--- src/hw/rtl/fiho_pkg.sv ---
// Shared types and constants for the fade-in / hold / fade-out envelope.
package fiho_pkg;

  localparam int TIME_BITS  = 16;
  localparam int LEVEL_BITS = 16;

  localparam int ELAPSED_W = TIME_BITS + 1;
  localparam int HOLD_W    = TIME_BITS + 1;
  localparam int LEVEL_W   = LEVEL_BITS + 1;
  localparam int ADDR_W    = 4;
  localparam int DATA_W    = 32;
  localparam int DIV_CNT_W = $clog2(LEVEL_BITS + 1);

  localparam logic [ELAPSED_W-1:0] ELAPSED_MAX = {ELAPSED_W{1'b1}};
  localparam logic [LEVEL_W-1:0]   FULL_LEVEL  = {1'b1, {LEVEL_BITS{1'b0}}};

  typedef enum logic [1:0] {
    PH_IN   = 2'd0,
    PH_HOLD = 2'd1,
    PH_OUT  = 2'd2,
    PH_DONE = 2'd3
  } phase_t;

  typedef enum logic [1:0] {
    ST_IDLE,
    ST_CALC,
    ST_DIV,
    ST_FINISH
  } state_t;

  typedef enum logic [1:0] {
    REG_FADE_IN  = 2'd0,
    REG_FADE_OUT = 2'd1,
    REG_HOLD     = 2'd2
  } reg_idx_t;

  typedef enum logic {
    MODE_TICK    = 1'b0,
    MODE_RESTART = 1'b1
  } mode_t;

  typedef struct packed {
    logic                 mode;
    logic [TIME_BITS-1:0] step_time;
  } item_t;

  typedef struct packed {
    logic [LEVEL_W-1:0] level;
    logic [1:0]         phase;
  } result_t;

  typedef struct packed {
    logic [TIME_BITS-1:0] fade_in_time;
    logic [TIME_BITS-1:0] fade_out_time;
    logic [HOLD_W-1:0]    hold_time;
  } cfg_t;

endpackage

--- src/hw/rtl/fiho_regs.sv ---
// APB-style configuration registers for the envelope.
module fiho_regs (
  input  logic                         clk,
  input  logic                         rst,
  input  logic                         psel,
  input  logic                         penable,
  input  logic                         pwrite,
  input  logic [fiho_pkg::ADDR_W-1:0]  paddr,
  input  logic [fiho_pkg::DATA_W-1:0]  pwdata,
  output logic [fiho_pkg::DATA_W-1:0]  prdata,
  output logic                         pready,
  output fiho_pkg::cfg_t               cfg
);
  import fiho_pkg::*;

  reg_idx_t idx;
  logic     wr_en;

  assign idx    = reg_idx_t'(paddr[ADDR_W-1:2]);
  assign wr_en  = psel && penable && pwrite;
  assign pready = 1'b1;

  always_ff @(posedge clk) begin
    if (rst) begin
      cfg <= '0;
    end else if (wr_en) begin
      unique case (idx)
        REG_FADE_IN:  cfg.fade_in_time  <= pwdata[TIME_BITS-1:0];
        REG_FADE_OUT: cfg.fade_out_time <= pwdata[TIME_BITS-1:0];
        REG_HOLD:     cfg.hold_time     <= pwdata[HOLD_W-1:0];
        default: ;
      endcase
    end
  end

  always_comb begin
    unique case (idx)
      REG_FADE_IN:  prdata = DATA_W'(cfg.fade_in_time);
      REG_FADE_OUT: prdata = DATA_W'(cfg.fade_out_time);
      REG_HOLD:     prdata = DATA_W'(cfg.hold_time);
      default:      prdata = '0;
    endcase
  end

endmodule

--- src/hw/rtl/fiho_div.sv ---
// Radix-2 restoring divider: quotient = num * 2^LEVEL_BITS / den, num < den.
module fiho_div (
  input  logic                            clk,
  input  logic                            rst,
  input  logic                            start,
  input  logic [fiho_pkg::ELAPSED_W-1:0]  num,
  input  logic [fiho_pkg::TIME_BITS-1:0]  den,
  output logic                            done,
  output logic [fiho_pkg::LEVEL_BITS-1:0] quo
);
  import fiho_pkg::*;

  logic                 busy;
  logic [DIV_CNT_W-1:0] count;
  logic [ELAPSED_W-1:0] rem;
  logic [TIME_BITS-1:0] divisor;
  logic [ELAPSED_W:0]   shifted;
  logic                 fits;

  // remainder stays below den, so the doubled value fits one extra bit
  assign shifted = {rem, 1'b0};
  assign fits    = shifted >= (ELAPSED_W + 1)'(divisor);

  always_ff @(posedge clk) begin
    if (rst) begin
      busy <= 1'b0;
      done <= 1'b0;
    end else begin
      done <= 1'b0;
      if (start) begin
        busy <= 1'b1;
      end else if (busy && count == DIV_CNT_W'(1)) begin
        busy <= 1'b0;
        done <= 1'b1;
      end
    end
  end

  always_ff @(posedge clk) begin
    if (start) begin
      rem     <= num;
      divisor <= den;
      quo     <= '0;
      count   <= DIV_CNT_W'(LEVEL_BITS);
    end else if (busy) begin
      if (fits) begin
        rem <= ELAPSED_W'(shifted - (ELAPSED_W + 1)'(divisor));
      end else begin
        rem <= shifted[ELAPSED_W-1:0];
      end
      quo   <= {quo[LEVEL_BITS-2:0], fits};
      count <= count - DIV_CNT_W'(1);
    end
  end

endmodule

--- src/hw/rtl/fade_in_hold_out_envelope.sv ---
// Fade-in / hold / fade-out envelope generator, top level.
// Each accepted word passes through calc and finish to the output register when no
//   division is needed (restart, phase ends, hold, done); when the level is a ratio,
//   a divide state between them waits for the 16 steps of the shared serial divider.
// Flow: one word at a time; next word taken the cycle after the result
//   is registered, later if the result is stalled.
// Reset (rst, synchronous): phase done, level and elapsed counters zero,
//   registers zero, no result pending.
module fade_in_hold_out_envelope (
  input  logic                           clk,
  input  logic                           rst,
  // input words
  input  logic                           item_valid,
  output logic                           item_stall,
  input  fiho_pkg::item_t                item,
  // result words
  output logic                           result_valid,
  input  logic                           result_stall,
  output fiho_pkg::result_t              result,
  // configuration
  input  logic                           psel,
  input  logic                           penable,
  input  logic                           pwrite,
  input  logic [fiho_pkg::ADDR_W-1:0]    paddr,
  input  logic [fiho_pkg::DATA_W-1:0]    pwdata,
  output logic [fiho_pkg::DATA_W-1:0]    prdata,
  output logic                           pready
);
  import fiho_pkg::*;

  cfg_t cfg;

  fiho_regs u_regs (
    .clk     (clk),
    .rst     (rst),
    .psel    (psel),
    .penable (penable),
    .pwrite  (pwrite),
    .paddr   (paddr),
    .pwdata  (pwdata),
    .prdata  (prdata),
    .pready  (pready),
    .cfg     (cfg)
  );

  // Sequencer and envelope state
  state_t               state, state_next;
  phase_t               phase, phase_next;
  logic [LEVEL_W-1:0]   level, level_next;
  logic [ELAPSED_W-1:0] in_elapsed, in_elapsed_next;
  logic [ELAPSED_W-1:0] hold_elapsed, hold_elapsed_next;
  logic [ELAPSED_W-1:0] out_elapsed, out_elapsed_next;
  logic                 div_is_out, div_is_out_next;
  item_t                cur;

  // Divider hookup
  logic                  div_start;
  logic                  div_done;
  logic [LEVEL_BITS-1:0] div_quo;
  logic [TIME_BITS-1:0]  div_den;

  // Shared saturating adder and compare for the active phase
  logic [ELAPSED_W-1:0] sel_elapsed;
  logic [ELAPSED_W-1:0] sel_dur;
  logic [ELAPSED_W:0]   sum_wide;
  logic [ELAPSED_W-1:0] sum_sat;
  logic                 run_out;
  logic                 hold_timed;
  logic                 load_result;

  fiho_div u_div (
    .clk   (clk),
    .rst   (rst),
    .start (div_start),
    .num   (sum_sat),
    .den   (div_den),
    .done  (div_done),
    .quo   (div_quo)
  );

  always_comb begin
    unique case (phase)
      PH_IN: begin
        sel_elapsed = in_elapsed;
        sel_dur     = ELAPSED_W'(cfg.fade_in_time);
      end
      PH_HOLD: begin
        sel_elapsed = hold_elapsed;
        sel_dur     = cfg.hold_time;
      end
      default: begin
        sel_elapsed = out_elapsed;
        sel_dur     = ELAPSED_W'(cfg.fade_out_time);
      end
    endcase
  end

  assign sum_wide   = {1'b0, sel_elapsed} + (ELAPSED_W + 1)'(cur.step_time);
  assign sum_sat    = sum_wide[ELAPSED_W] ? ELAPSED_MAX : sum_wide[ELAPSED_W-1:0];
  assign run_out    = sum_sat >= sel_dur;
  // a positive hold runs out once its elapsed count reaches it; zero or negative never ends
  assign hold_timed = (cfg.hold_time != '0) && !cfg.hold_time[HOLD_W-1];
  assign div_den    = (phase == PH_IN) ? cfg.fade_in_time : cfg.fade_out_time;

  assign item_stall  = (state != ST_IDLE);
  assign load_result = (state == ST_FINISH) && !(result_valid && result_stall);

  always_ff @(posedge clk) begin
    if (rst) begin
      state        <= ST_IDLE;
      phase        <= PH_DONE;
      level        <= '0;
      in_elapsed   <= '0;
      hold_elapsed <= '0;
      out_elapsed  <= '0;
    end else begin
      state        <= state_next;
      phase        <= phase_next;
      level        <= level_next;
      in_elapsed   <= in_elapsed_next;
      hold_elapsed <= hold_elapsed_next;
      out_elapsed  <= out_elapsed_next;
    end
  end

  always_ff @(posedge clk) begin
    div_is_out <= div_is_out_next;
    if (item_valid && !item_stall) begin
      cur <= item;
    end
  end

  // Next state and datapath control
  always_comb begin
    state_next        = state;
    phase_next        = phase;
    level_next        = level;
    in_elapsed_next   = in_elapsed;
    hold_elapsed_next = hold_elapsed;
    out_elapsed_next  = out_elapsed;
    div_is_out_next   = div_is_out;
    div_start         = 1'b0;

    unique case (state)
      ST_IDLE: begin
        if (item_valid) begin
          state_next = ST_CALC;
        end
      end

      ST_CALC: begin
        state_next = ST_FINISH;
        if (cur.mode == MODE_RESTART) begin
          in_elapsed_next   = '0;
          hold_elapsed_next = '0;
          out_elapsed_next  = '0;
          if (cfg.fade_in_time != '0) begin
            phase_next = PH_IN;
            level_next = '0;
          end else if (cfg.hold_time != '0) begin
            phase_next = PH_HOLD;
            level_next = FULL_LEVEL;
          end else if (cfg.fade_out_time != '0) begin
            phase_next = PH_OUT;
            level_next = FULL_LEVEL;
          end else begin
            phase_next = PH_DONE;
            level_next = '0;
          end
        end else begin
          unique case (phase)
            PH_IN: begin
              in_elapsed_next = sum_sat;
              if (run_out) begin
                level_next = FULL_LEVEL;
                if (cfg.hold_time != '0) begin
                  phase_next = PH_HOLD;
                end else if (cfg.fade_out_time == '0) begin
                  phase_next = PH_DONE;
                  level_next = '0;
                end else begin
                  phase_next = PH_OUT;
                end
              end else begin
                div_start       = 1'b1;
                div_is_out_next = 1'b0;
                state_next      = ST_DIV;
              end
            end
            PH_HOLD: begin
              if (hold_timed) begin
                hold_elapsed_next = sum_sat;
                if (run_out) begin
                  if (cfg.fade_out_time == '0) begin
                    phase_next = PH_DONE;
                    level_next = '0;
                  end else begin
                    phase_next = PH_OUT;
                  end
                end
              end
            end
            PH_OUT: begin
              out_elapsed_next = sum_sat;
              if (run_out) begin
                phase_next = PH_DONE;
                level_next = '0;
              end else begin
                div_start       = 1'b1;
                div_is_out_next = 1'b1;
                state_next      = ST_DIV;
              end
            end
            default: ;
          endcase
        end
      end

      ST_DIV: begin
        if (div_done) begin
          level_next = div_is_out ? (FULL_LEVEL - LEVEL_W'(div_quo))
                                  : LEVEL_W'(div_quo);
          state_next = ST_FINISH;
        end
      end

      ST_FINISH: begin
        if (load_result) begin
          state_next = ST_IDLE;
        end
      end

      default: state_next = ST_IDLE;
    endcase
  end

  // Output register: holds while stalled, refilled only once taken
  always_ff @(posedge clk) begin
    if (rst) begin
      result_valid <= 1'b0;
    end else if (load_result) begin
      result_valid <= 1'b1;
    end else if (!result_stall) begin
      result_valid <= 1'b0;
    end
  end

  always_ff @(posedge clk) begin
    if (load_result) begin
      result.level <= level;
      result.phase <= phase;
    end
  end

endmodule

--- config.mk ---
export PLATFORM = sky130hd
export DESIGN_NAME = fade_in_hold_out_envelope
export DESIGN_NICKNAME = d
export VERILOG_FILES = /design/src/hw/rtl/fiho_pkg.sv /design/src/hw/rtl/fiho_regs.sv /design/src/hw/rtl/fiho_div.sv /design/src/hw/rtl/fade_in_hold_out_envelope.sv
export SDC_FILE = /design/constraint.sdc
export NUM_CORES = 1
export LEC_CHECK = 0
export BUFFER_PORTS_ARGS = -buffer_cell sky130_fd_sc_hd__buf_4
export CORE_ASPECT_RATIO = 0.75
export CORE_MARGIN = 2
export CORE_UTILIZATION = 50
export CTS_CLUSTER_DIAMETER = 30
export DETAILED_ROUTE_END_ITERATION = 6
export GPL_ROUTABILITY_DRIVEN = 0
export PLACE_DENSITY = 0.69
export RECOVER_POWER = 25
export SYNTH_ARGS = -nofsm -noshare
export SYNTH_HDL_FRONTEND = slang
export SYNTH_HIERARCHICAL = 1
export SYNTH_SLANG_ARGS = --single-unit
--- constraint.sdc ---
create_clock -name clk -period 11.8 [get_ports clk]
set_input_delay 1.77 -clock clk [delete_from_list [all_inputs] [get_ports clk]]
set_output_delay 1.77 -clock clk [all_outputs]
set_load 0.01 [all_outputs]
* Word level (Yosys, flattened, before mapping) *
Cells that the tools add are included.

cells by class
  $add $sub $neg = 4
  order comparisons = 2
  equal/unequal tests = 24
  muxes and demuxes = 60
  bitwise logic cells = 1
  reduce and logical (&&, ||, !) cells = 39

operator list
  operator                                             count
  2-to-1 mux 17 bit                                    24
  case mux 17 bit (2 select lines)                     3
  case mux 17 bit (3 select lines)                     2
  nonzero test 16 bit                                  2
  2-to-1 mux 2 bit                                     11
  != test 4 bit (second input constant)                5
  adder 17 x 16 -> 18 bit                              1
  >= comparator 18 x 16 -> 1 bit                       1
  nonzero test 2 bit                                   9
  >= comparator 17 bit                                 1
  nonzero test 17 bit                                  1
  subtractor 17 x 16 -> 17 bit                         1
  subtractor 17 x 16 -> 17 bit (first input constant)  1
  zero test 16 bit                                     1
  2-to-1 mux 1 bit                                     16
  2-to-1 mux 16 bit                                    1
  != test 3 bit (second input constant)                4
  AND reduction 2 bit                                  5
  == test 2 bit (second input constant)                4
  != test 2 bit (second input constant)                4
  case mux 2 bit (4 select lines)                      1
  AND reduction 8 bit                                  1
  logical AND 1 bit                                    7
  == test 2 x 1 -> 1 bit (second input constant)       3
  14 further kinds                                     21

storage, ports and cells
  bits in registers = 215
  bits of input ports = 60
  output and inout bits = 54
  logic and storage cells = 151

* Longest topological paths before layout *
Gate-level depths: netlist of run 1.

  word-level depth = 10
  depth in mapped cells = 30
  gate-level depth less buffers = 26

* Cells and area by module *
The synthesis of run 1 kept the hierarchy.

by module, submodules not included
  module                     instances  cells an instance  area an instance (µm²)  sequential area each (µm²)
  fade_in_hold_out_envelope  1          745                6477.5                  2572.5
  fiho_div                   1          328                3211.8                  1451.4
  fiho_regs                  1          256                2486.1                  980.9

* Least setup slack after synthesis of run 1 *
Ideal clock, no wire load.

  path type = flip-flop to flip-flop
  start = reg phase[1]
  end = reg u_div.rem[0], enable pin
  library setup time = 0.337 ns
  arrival = 5.814 ns
  data required time = 11.463 ns
  slack = 5.649 ns
  stages on the path, launching flop included = 28
  buffers on the path = 5
  period minus slack after synthesis = 6.151 ns
  cell sequence = dfxtp_1 > inv_1 > ha_1 > buf_2 > nor2b_1 > clkbuf_1 > clkbuf_1 > a21oi_1 > a21oi_1 > nor2_1 > ha_1 > or2_2 > a21oi_1 > o21bai_1 > o21ai_1 > a21o_1 > nor4_2 > inv_1 > ha_1 > inv_1 > o211ai_1 > a221oi_1 > a21boi_0 > o22a_1 > and2_1 > clkbuf_1 > clkbuf_1 > or2_2

between the ends
  word-level cells in the longest chain between the ends = 10
  elaborated cells on any way between the ends = 14
  those cells by class = add/sub: 1; order compare: 1; eq/ne: 2; mux: 7; reduce/logical: 3

RTL lines
  element                                                    line                                                                RTL
  from (decl)                                                fade_in_hold_out_envelope.sv:48                                     phase_t phase, phase_next;
  from (signal assigned)                                     fade_in_hold_out_envelope.sv:118                                    phase <= phase_next;
  == test 2 x 1 -> 1 bit or zero test 2 bit (tied branches)  fade_in_hold_out_envelope.sv:82                                     unique case (phase)
  case mux 17 bit (2 select lines) (*)                       fade_in_hold_out_envelope.sv:82
  adder 17 x 16 -> 18 bit (*)                                fade_in_hold_out_envelope.sv:98                                     assign sum_wide = {1'b0, sel_elapsed} + (ELAPSED_W + 1)'(cur.step_time);
  2-to-1 mux 17 bit (*)                                      fade_in_hold_out_envelope.sv:99                                     assign sum_sat = sum_wide[ELAPSED_W] ? ELAPSED_MAX : sum_wide[ELAPSED_W-1:0];
  net sum_sat[16]                                            fade_in_hold_out_envelope.sv:66                                     logic [ELAPSED_W-1:0] sum_sat;
  >= comparator 17 bit (*)                                   fade_in_hold_out_envelope.sv:100                                    assign run_out = sum_sat >= sel_dur;
  2-to-1 mux 1 bit (*)                                       fade_in_hold_out_envelope.sv:174, fade_in_hold_out_envelope.sv:205
  2-to-1 mux 1 bit (*)                                       --
  2-to-1 mux 1 bit (*)                                       fade_in_hold_out_envelope.sv:153                                    if (cur.mode == MODE_RESTART) begin
  2-to-1 mux 1 bit (*)                                       fade_in_hold_out_envelope.sv:144                                    unique case (state)
  net div_start                                              fade_in_hold_out_envelope.sv:57                                     logic div_start;
  nonzero test 2 bit (no source line) (*)                    --
  to (signal assigned)                                       fiho_div.sv:41                                                      rem <= num;
  to (signal assigned)                                       fiho_div.sv:47                                                      rem <= ELAPSED_W'(shifted - (ELAPSED_W + 1)'(divisor));
  to (signal assigned)                                       fiho_div.sv:49                                                      rem <= shifted[ELAPSED_W-1:0];
  to (decl)                                                  fiho_div.sv:15                                                      logic [ELAPSED_W-1:0] rem;

The timed path passes the listed nets; every way through them passes the cells marked *.
A chain may end at the register's enable or synchronous reset.

* Worst setup path in the final report of run 1 *
  start = reg phase[1]
  end = reg u_div.rem[12] (data pin)

between the ends
  word-level cells in the longest chain between the ends = 10
  elaborated cells on any way between the ends = 14
  those cells by class = add/sub: 1; order compare: 1; eq/ne: 2; mux: 8; reduce/logical: 2

RTL lines
  element                                                    line                                                                RTL
  == test 2 x 1 -> 1 bit or zero test 2 bit (tied branches)  fade_in_hold_out_envelope.sv:82
  case mux 17 bit (2 select lines) (*)                       fade_in_hold_out_envelope.sv:82
  adder 17 x 16 -> 18 bit (*)                                fade_in_hold_out_envelope.sv:98
  2-to-1 mux 17 bit (*)                                      fade_in_hold_out_envelope.sv:99
  net sum_sat[14]                                            fade_in_hold_out_envelope.sv:66
  >= comparator 17 bit (*)                                   fade_in_hold_out_envelope.sv:100
  2-to-1 mux 1 bit (*)                                       fade_in_hold_out_envelope.sv:174, fade_in_hold_out_envelope.sv:205
  2-to-1 mux 1 bit (*)                                       --
  2-to-1 mux 1 bit (*)                                       fade_in_hold_out_envelope.sv:153
  2-to-1 mux 1 bit (*)                                       fade_in_hold_out_envelope.sv:144
  net div_start                                              fade_in_hold_out_envelope.sv:57
  2-to-1 mux 17 bit (*)                                      fiho_div.sv:40                                                      if (start) begin

Marked as above.

==> metrics.cfg, run 1 <==
[routing]
routed_wirelength_mm = 30.6
drt-pass1-iter-count = 5
wl_per_cell_um = 17.4
vias = 10000
avgViaCountPerCell = 5.68
drc_errors = 0
drt_iter0_drc = 932
postRouteAntennaNets = 0

[power_and_ir_drop]
finalPower_mw = 2.72
peakVddDrop_v = 0.000111
p_per_area_mw_per_mm2 = 191
p_leak_nw = 5.87

[floorplanning]
die_area_mm2 = 0.0256
ioPinCount = 114
die_height_um = 139
initial_core_util = 0.508
die_width_um = 184
num_rows = 49
core_mm2 = 0.0240

[yosys]
yosys.cell_types.count = 78
avgSynthCellArea_um2 = 9.16
yosys_warnings = 6
async_flop_share = 0
ys_seq_elements = 215
ys.flop_type = dfxtp_1
netlist_area_mm2 = 0.0122
yosysSeqAreaShare = 0.411
synth_enable_flop_cells = 70
synthCells = 1329

[clock_network]
cts_hold_buf = 0
clockBufferDepth = 3
cts_tree = done
htree_levels = 2
clock_sinks = 215
clkLatencyLatePin_ps = 530
path_clk_slew_ps = 50
cts_made_buffers = 42
post_cts_buffers = 0
cts_resized = 0
cts-root-buf = clkbuf_16

[grt]
grt_pass1_vias = 9248
grtUsageTotal = 0.240
grt_pass1_wl_mm = 49.4
grt_overflow = 0
antenna_found_initial = 0
grt_start_max_net_pins = 98

[worst_setup_path]
cp.buffers_inverters = 4
worstSetupPathType = flip-flop to flip-flop
max_stage_delay_ps = 1190
start_kind = flip-flop
arrival_ps = 8330
critPathMaxFanout = 62
crit_family = compound AO/OA/AOI/OAI gates
cp_data_required_time_ps = 12060
critPathSlowestCell = clkbuf_1
end_kind = flip-flop

[hold_path]
hold_path_class = flip-flop to flip-flop

[cells_and_area]
area_growth_pct = 17.1
fin_area_mm2 = 0.0143
layout.nets = 1521
drive_above_1_share = 0.127
num_antenna_cells = 0

[sta]
finalWorstSetupSlack_ps = 3730
finalMaxSlewViolations = 174
hold_viol = 0
finClkSkew_ps = 20.7
relSlewSlack = -1.23
rsz0062_at_grt = false
tightest_slew_ps = 3340
clock.fmax_mhz = 124
setup_violations = 0
timing.hold.ws_ps = 433
finalCritPeriodShare = 0.684
fin_setup_tns_ps = 0
period_needed_ps = 8070

[place]
place_ws_ps = 4770
dp_hpwl_mm = 21.7
portBuffers = 80
placedInstanceArea_mm2 = 0.0129

[job]
maxCapViolCount = 3

[outcome]
status = finished with violations
failed_checks = max-capacitance violations, max-slew violations

worst register-to-register path, stage by stage, from the launching register on:
cell and delay [ps]:
dfxtp_1 340, inv_1 110, ha_1 150, clkbuf_1 1190
nor2b_1 260, buf_4 250, a21oi_1 70, a21oi_1 150
nor2_1 90, ha_1 370, a211oi_1 330, o21ai_0 200
o21bai_1 390, o21ai_1 220, a21oi_4 370, nand4b_1 500
ha_1 410, a21oi_1 190, o211ai_1 100, a221oi_1 290
a21boi_0 300, o22a_1 230, and2_2 290, buf_4 590
nor2_1 130, a221o_1 300
registers in the layout, summed over array words and instances (netlist names), 2 cells and up:
signal         flops
in_elapsed        17
phase              2
hold_elapsed      17
out_elapsed       17
result            19
level             17
u_regs/cfg        49
u_div/count        5
u_div/quo         16
state              2
u_div/divisor     16
cur               17
u_div/rem         17
synth_stat cells (8+ instances only):
library cell / instances / area share
nand2_1: 99 / 0.031
buf_4: 16 / 0.0099
o21ai_0: 82 / 0.034
nand3_1: 37 / 0.015
xor2_1: 15 / 0.011
a21oi_1: 95 / 0.039
mux2_2: 12 / 0.011
nor2_1: 105 / 0.032
a211oi_1: 13 / 0.0080
edfxtp_1: 70 / 0.17
o31ai_1: 12 / 0.0074
buf_2: 13 / 0.0053
xnor2_1: 22 / 0.016
nor3_1: 10 / 0.0041
nand2b_1: 94 / 0.048
a21o_1: 14 / 0.0086
inv_1: 62 / 0.019
buf_1: 8 / 0.0025
and2_1: 14 / 0.0072
mux2i_1: 86 / 0.071
clkbuf_1: 43 / 0.013
ha_1: 61 / 0.063
a31oi_1: 9 / 0.0046
nor4_1: 13 / 0.0067
o21a_1: 10 / 0.0062
nor2b_1: 15 / 0.0077
dfxtp_1: 145 / 0.24
a22o_1: 39 / 0.028
cells in the final DEF, fill, tap and decap left out, drive strengths merged, types with 39 or more instances in the layout:
| cell type | count |
|---|---|
| ha | 61 |
| nor2 | 105 |
| o21ai | 87 |
| a22o | 39 |
| buf | 73 |
| nand2 | 99 |
| nand2b | 94 |
| inv | 64 |
| edfxtp | 70 |
| dfxtp | 145 |
| clkbuf | 76 |
| a21oi | 96 |
| mux2i | 86 |
worst paths after layout:
kind / start / endpoint / slack (ps) / depth (start not counted)
setup reg to reg: phase[1] / u_div/rem[12] / 3730 / 25
setup / recovery: phase[1] / u_div/rem[12] / 3730 / 25
hold / removal: level[11] / result[13] / 430 / 0
hold reg to reg: level[11] / result[13] / 430 / 0
power breakdown:
group	switching [mW]	internal, mW	total, mW
Clock	0.380	0.738	1.12
Sequential	0.0345	0.825	0.859
Combinational	0.466	0.279	0.745
Total	0.880	1.84	2.72
layer usage:
layer / share of wire / up-vias / GRT usage
li1: - / 4885 / -
met1: 0.50 / 4759 / 0.366
met2: 0.41 / 321 / 0.340
met3: 0.065 / 46 / 0.0494
met4: 0.021 / 0 / 0.0678
met5: 0 / - / 0
layout make-up:
| type | instances | area, um2 |
|---|---|---|
| clock buffers | 54 | 1130 |
| clock inverters | 24 | 224 |
| fillers | 2052 | 9710 |
| inverters | 62 | 233 |
| multi-input cells | 982 | 6570 |
| flip-flops and latches | 215 | 5000 |
| well taps | 331 | 414 |
| repair buffers | 95 | 694 |
stage by stage:
step	util	instances
4_1_cts	0.596	1763
6_report	0.595	1763
3_3_place_gp	0.539	1685
3_5_place_dp	0.539	1685
2_1_floorplan	-	1343
5_1_grt	0.595	1763
cells by family after synthesis:
group / count (synthesis) / share of synthesized area
compound gates: 327 / 0.172
xor+xnor: 37 / 0.0266
fa+ha+maj: 63 / 0.0660
buf+inv: 146 / 0.0545
flops: 215 / 0.411
mux: 98 / 0.0818
other cells: 2 / 0.000617
simple gates: 441 / 0.187
No activity file was read; power rests on OpenSTA's default activity.
==> inputs of run 2 (changes only) <==
- clock period: 11.8 -> 7.66 ns (I/O delays scaled with it)
==> run 2 against run 1 <==
Net effect: flip-flop and latch count unchanged; clock skew increased by 4.9 ps; power increased by 63%; via count increased by 0.40%; the run still ends with max-capacitance violations, max-slew violations left; fmax increased by 17%; sequential share of layout area decreased by 0.46 points; design area increased by 1.3%; non-clock buffer count increased by 1; global-route usage about the same; die area unchanged; combinational power increased by 56%.
==> metrics.cfg, run 2 (synthesis gave the netlist of run 1 again) <==
[sta]
fin_setup_tns_ps = 0  ; unchanged
clock.fmax_mhz = 145  ; +17%
hold_viol = 0  ; unchanged
tightest_slew_ps = 1640  ; -1710 ps
finalCritPeriodShare = 0.899  ; +0.215
finalMaxSlewViolations = 79  ; -55%
period_needed_ps = 6880  ; -1180 ps
relSlewSlack = -0.0922  ; +1.14
rsz0062_at_grt = false
setup_violations = 0  ; unchanged
finClkSkew_ps = 25.5  ; +4.88 ps
finalWorstSetupSlack_ps = 777  ; -2960 ps

[cells_and_area]
area_growth_pct = 18.7
num_antenna_cells = 0  ; unchanged
largest_register_ffs = 49  ; unchanged
most-common-layout-cells = 145 x dfxtp_1, 105 x nor2_1, 99 x nand2_1
drive_above_1_share = 0.135  ; +0.00819
multiInputGateArea_mm2 = 0.00656  ; about the same
fin_area_mm2 = 0.0145  ; +1.3%
layout.nets = 1523  ; +0.13%
reg_top3 = u_regs/cfg: 49 flops, result: 19 flops
layoutNonFillerInstCount = 1765  ; +0.11%
ff_latch_area_mm2 = 0.00500  ; unchanged
nFillCells = 2052  ; unchanged
final_common_cell = dfxtp_1
largest-register = u_regs/cfg

[routing]
postRouteAntennaNets = 0  ; unchanged
drc_errors = 0  ; unchanged
vias = 10100  ; +0.40%
drt_iter0_drc = 1000  ; +7.3%
avgViaCountPerCell = 5.69  ; +0.29%
drt-pass1-iter-count = 5  ; unchanged
routed_wirelength_mm = 30.9  ; +0.78%
wl_per_cell_um = 17.5  ; +0.67%

[place]
portBuffers = 80  ; unchanged
placedInstanceArea_mm2 = 0.0129  ; about the same
dp_hpwl_mm = 22.2  ; +1.9%
place_ws_ps = 693  ; -4080 ps
dp_cells = 1686  ; +0.059%

[worst_setup_path]
critPathSlowestCell = ha_2
arrival_ps = 7150  ; -1180 ps
cpMostUsedCell = inv_1
critPathMaxFanout = 19  ; -69%
r2r_cells = 24  ; -4.0%
worstSetupPathType = flip-flop to flip-flop
start_kind = flip-flop
end_kind = flip-flop
cp_cell_sequence = inv_1, ha_2, or2_0, buf_4, nor2_1, nor2_1, ha_1, a211oi_1, o21ai_0, o21bai_1, o21ai_1, a21o_1, nor4_2, inv_1, ha_1, inv_1, o211ai_1, a221oi_1, a21boi_0, o22a_1, and2_2, inv_1, and3_1, a221o_1
cp_data_required_time_ps = 7930  ; -4130 ps
max_stage_delay_ps = 440  ; -750 ps

[clock_network]
cts_tree = done
cts_made_buffers = 43  ; +2.4%
clockBufferDepth = 3  ; unchanged
clock_sinks = 215  ; unchanged
path_clk_slew_ps = 50  ; about the same
htree_levels = 2  ; unchanged
clkLatencyLatePin_ps = 530  ; about the same
cts-root-buf = clkbuf_16
post_cts_buffers = 0  ; unchanged
cts_hold_buf = 0  ; unchanged
cts_resized = 0  ; unchanged

[hold_path]
min_path_cells = 0  ; unchanged
hold_path_class = flip-flop to flip-flop

[outcome]
failed_checks = max-capacitance violations, max-slew violations
status = finished with violations

[grt]
grtUsageTotal = 0.240  ; +0.000410
grt_overflow = 0  ; unchanged
grt_start_max_net_pins = 56  ; -43%
grt_pass1_vias = 9306  ; +0.63%
antenna_found_initial = 0  ; unchanged
grt_pass1_wl_mm = 49.5  ; +0.11%

[power_and_ir_drop]
finalPower_mw = 4.45  ; +63%
p_per_area_mw_per_mm2 = 308  ; +61%
p_leak_nw = 5.96  ; +1.6%
peakVddDrop_v = 0.000212  ; +91%

[floorplanning]
ioPinCount = 114  ; unchanged
die_area_mm2 = 0.0256  ; unchanged
die_height_um = 139  ; unchanged
num_rows = 49  ; unchanged
core_mm2 = 0.0240  ; unchanged
die_width_um = 184  ; unchanged
initial_core_util = 0.508  ; unchanged

[job]
maxCapViolCount = 2  ; -1

run 2: cell count changes in the layout (fill, tap and decap cells not counted), sizes merged:
cell and delta:
clkinv -4, inv +11, clkinvlp -1, bufinv +3
clkbuf -7
run 2: worst paths after layout:
kind	to	from	slack (ps)
worst max-delay path	u_div/rem[12]	phase[1]	780
worst min-delay path	result[9]	level[7]	430
worst min register to register	result[9]	level[7]	430
worst max register to register	u_div/rem[12]	phase[1]	780
run 2: cell type report:
class | instances | share of cell area
clock inverter | 33 | 0.0300
inverter | 62 | 0.0161
clock buffer | 46 | 0.0766
sequential | 215 | 0.346
tap | 331 | 0.0287
multi-input combinational | 982 | 0.454
timing repair buffer | 96 | 0.0483
run 2: power breakdown:
part | internal [mW] | total (mW) | switching [mW]
sequential | 1.27 | 1.32 | 0.0539
clock | 1.28 | 1.97 | 0.685
combinational | 0.433 | 1.16 | 0.723
total | 2.99 | 4.45 | 1.46
run 2: routing by layer:
layer | global-route usage | wire length [um] | vias to the layer above
met5 | 0 | 0 | -
met4 | 0.0636 | 516 | 0
met3 | 0.0488 | 2280 | 49
met2 | 0.339 | 12700 | 379
met1 | 0.369 | 15400 | 4737
li1 | - | - | 4886
run 2: stage by stage:
step,hold WS (ps),util
after CTS,431,0.604
after detailed placement,419,0.540
after global placement,419,0.540
after floorplan,400,-
final,429,0.603
after global routing,437,0.603
run 2: worst max-delay path: cells and delay by family (launching register included):
| family | cells | cell delay [ps] |
|---|---|---|
| fa+ha+maj | 3 | 1090 |
| flops | 1 | 360 |
| compound gates | 10 | 2540 |
| simple gates | 6 | 1570 |
| buf+inv | 5 | 1030 |
==> inputs of run 3 (changes only) <==
- clock period: 7.66 -> 6.5 ns (I/O delays scaled with it)
==> run 3 against run 2 <==
Net effect: the flow still finishes with violations (max-capacitance violations, max-slew violations); via count up 1.3%; global-route usage up 0.89 points; register-to-register slack worse by 390 ps; worst setup slack worse by 390 ps; clock skew down 8.1 ps; design area up 1.6%; power up 20%; fmax up 13%; flip-flop and latch count unchanged; utilization up 0.97 points; sequential power up 18%; largest cell class unchanged; highest routed layer unchanged.
==> metrics.cfg, run 3 (synthesis gave the netlist of run 1 again) <==
[sta]
setup_violations = 0  ; unchanged
tightest_slew_ps = 3290  ; +1650 ps
period_needed_ps = 6110  ; -769 ps
relSlewSlack = -1.19  ; -1.10
hold_viol = 0  ; unchanged
finClkSkew_ps = 17.4  ; -8.13 ps
timing.hold.ws_ps = 429  ; -0.160 ps
finalMaxSlewViolations = 98  ; +24%
clock.fmax_mhz = 164  ; +13%
finalCritPeriodShare = 0.941  ; +0.0420
fin_setup_tns_ps = 0  ; unchanged

[cells_and_area]
fin_area_mm2 = 0.0147  ; +1.6%
post-route-util = 0.613  ; +0.00971
final_common_cell = dfxtp_1
drive_above_1_share = 0.154  ; +0.0185
area_growth_pct = 20.6
most-common-layout-cells = 145 x dfxtp_1, 105 x nor2_1, 99 x nand2_1
reg_top3 = u_regs/cfg: 49 flops, result: 19 flops
num_antenna_cells = 0  ; unchanged
largest-register = u_regs/cfg
largest_register_ffs = 49  ; unchanged
layout.nets = 1543  ; +1.3%
layoutNonFillerInstCount = 1788  ; +1.3%

[floorplanning]
die_height_um = 139  ; unchanged
die_area_mm2 = 0.0256  ; unchanged
die_width_um = 184  ; unchanged
initial_core_util = 0.508  ; unchanged
num_rows = 49  ; unchanged
ioPinCount = 114  ; unchanged
core_mm2 = 0.0240  ; unchanged

[worst_setup_path]
worstSetupPathType = flip-flop to flip-flop
arrival_ps = 6390  ; -760 ps
reg2reg_to = u_div/rem[15]
r2r_cells = 26  ; +8.3%
crit_family = compound AO/OA/AOI/OAI gates
timing.rr.start = phase[1]
crit_cells = 26  ; +8.3%
start_kind = flip-flop
r2r_slack_ps = 390  ; -390 ps
critPathLaunch = phase[1]
end_kind = flip-flop
critPathMaxFanout = 16  ; -3
cp_data_required_time_ps = 6770  ; -1160 ps
critPathSlowestCell = nor4_4
cp.buffers_inverters = 7  ; +2
cpMostUsedCell = inv_1
max_stage_delay_ps = 400  ; -40 ps
crit_path_end = u_div/rem[15]

[grt]
grt_pass1_vias = 9624  ; +3.4%
grt_pass1_wl_mm = 51.3  ; +3.7%
antenna_found_initial = 0  ; unchanged
grtUsageTotal = 0.249  ; +0.00890
grt_start_max_net_pins = 98  ; +75%
grt_overflow = 0  ; unchanged

[routing]
met1_length_mm = 15.4  ; +0.21%
postRouteAntennaNets = 0  ; unchanged
drt_iter0_drc = 895  ; -11%
drt-pass1-iter-count = 5  ; unchanged
dr_wl_met3_mm = 2.37  ; +3.8%
vias = 10200  ; +1.3%
routed_wirelength_mm = 31.7  ; +2.7%
dr_wl_met2_mm = 13.2  ; +4.1%
top_layer = met4
avgViaCountPerCell = 5.70  ; about the same
wl_per_cell_um = 17.7  ; +1.4%
drc_errors = 0  ; unchanged

[clock_network]
cts_hold_buf = 0  ; unchanged
clkLatencyLatePin_ps = 550  ; +20 ps
clockBufferDepth = 3  ; unchanged
path_clk_slew_ps = 50  ; about the same
htree_levels = 2  ; unchanged
clock_sinks = 215  ; unchanged
cts-root-buf = clkbuf_16
cts_tree = done
cts_made_buffers = 47  ; +9.3%
post_cts_buffers = 0  ; unchanged

[job]
maxCapViolCount = 1  ; -1

[outcome]
status = finished with violations
failed_checks = max-capacitance violations, max-slew violations

[place]
dp_hpwl_mm = 22.4  ; +1.2%
portBuffers = 80  ; unchanged
dp_cells = 1702  ; +0.95%
placedInstanceArea_mm2 = 0.0131  ; +1.0%

[power_and_ir_drop]
p_per_area_mw_per_mm2 = 363  ; +18%
p_leak_nw = 6.08  ; +2.0%
peakVddDrop_v = 0.000202  ; -4.9%

[hold_path]
hold_path_class = flip-flop to flip-flop

==> run 3: power breakdown <==
group          leakage [nW]  switching, mW  internal, mW
Clock                 0.773          0.810          1.55
Combinational          3.50          0.869         0.542
Sequential             1.81         0.0642          1.50
==> run 3: worst min-delay path by stage <==
stage	startpoint	endpoint	cells past startpoint
finish	level[2]	result[4]	0
detailed placement	level[13]	result[15]	0
global placement	level[13]	result[15]	0
floorplan	level[7]	result[9]	0
CTS	level[13]	result[15]	0
global route	level[6]	result[8]	0
==> run 3: cell type report <==
class | instances | area [um2]
Fill cell | 2018 | 9290
Timing Repair Buffer | 112 | 838
Inverter | 62 | 233
Sequential cell | 215 | 5000
Clock buffer | 55 | 1250
Multi-Input combinational cell | 982 | 6600
Tap cell | 331 | 414
Clock inverter | 31 | 352
==> run 3: repair_timing <==
item                                    CTS  global route
endpoints found under the hold margin     0             0
resized for setup                         0             9
endpoints found under the setup margin    0            46
==> run 3: per-stage QoR <==
stage               power (mW)  setup WS [ps]
floorplan                 2.54            349
global placement          2.93            215
finish                    5.33            386
detailed placement        2.97            167
global route              5.61          -4.47
CTS                       5.34            100
==> run 3: routing by layer <==
metal / vias to the layer above / GRT usage
met5: - / 0
met4: 0 / 0.0775
met3: 55 / 0.0494
met2: 407 / 0.353
met1: 4800 / 0.379
li1: 4924 / -
==> run 3: worst register-to-register path, cell delays in order (launching register included) <==
cell and delay (ps):
dfxtp_1 350, inv_1 120, ha_1 250, buf_4 230, buf_4 270, a21oi_1 100, a21oi_1 130, nor2_1 70
ha_1 320, or2_2 300, a21oi_1 250, o21bai_2 220, o21ai_1 190, a21o_1 320, nor4_4 400, inv_1 190
ha_1 350, inv_1 80, o211ai_1 90, a221oi_1 280, a21boi_1 260, o22a_1 180, and2_2 220, inv_1 200
buf_4 230, a31oi_1 150, o31ai_1 100
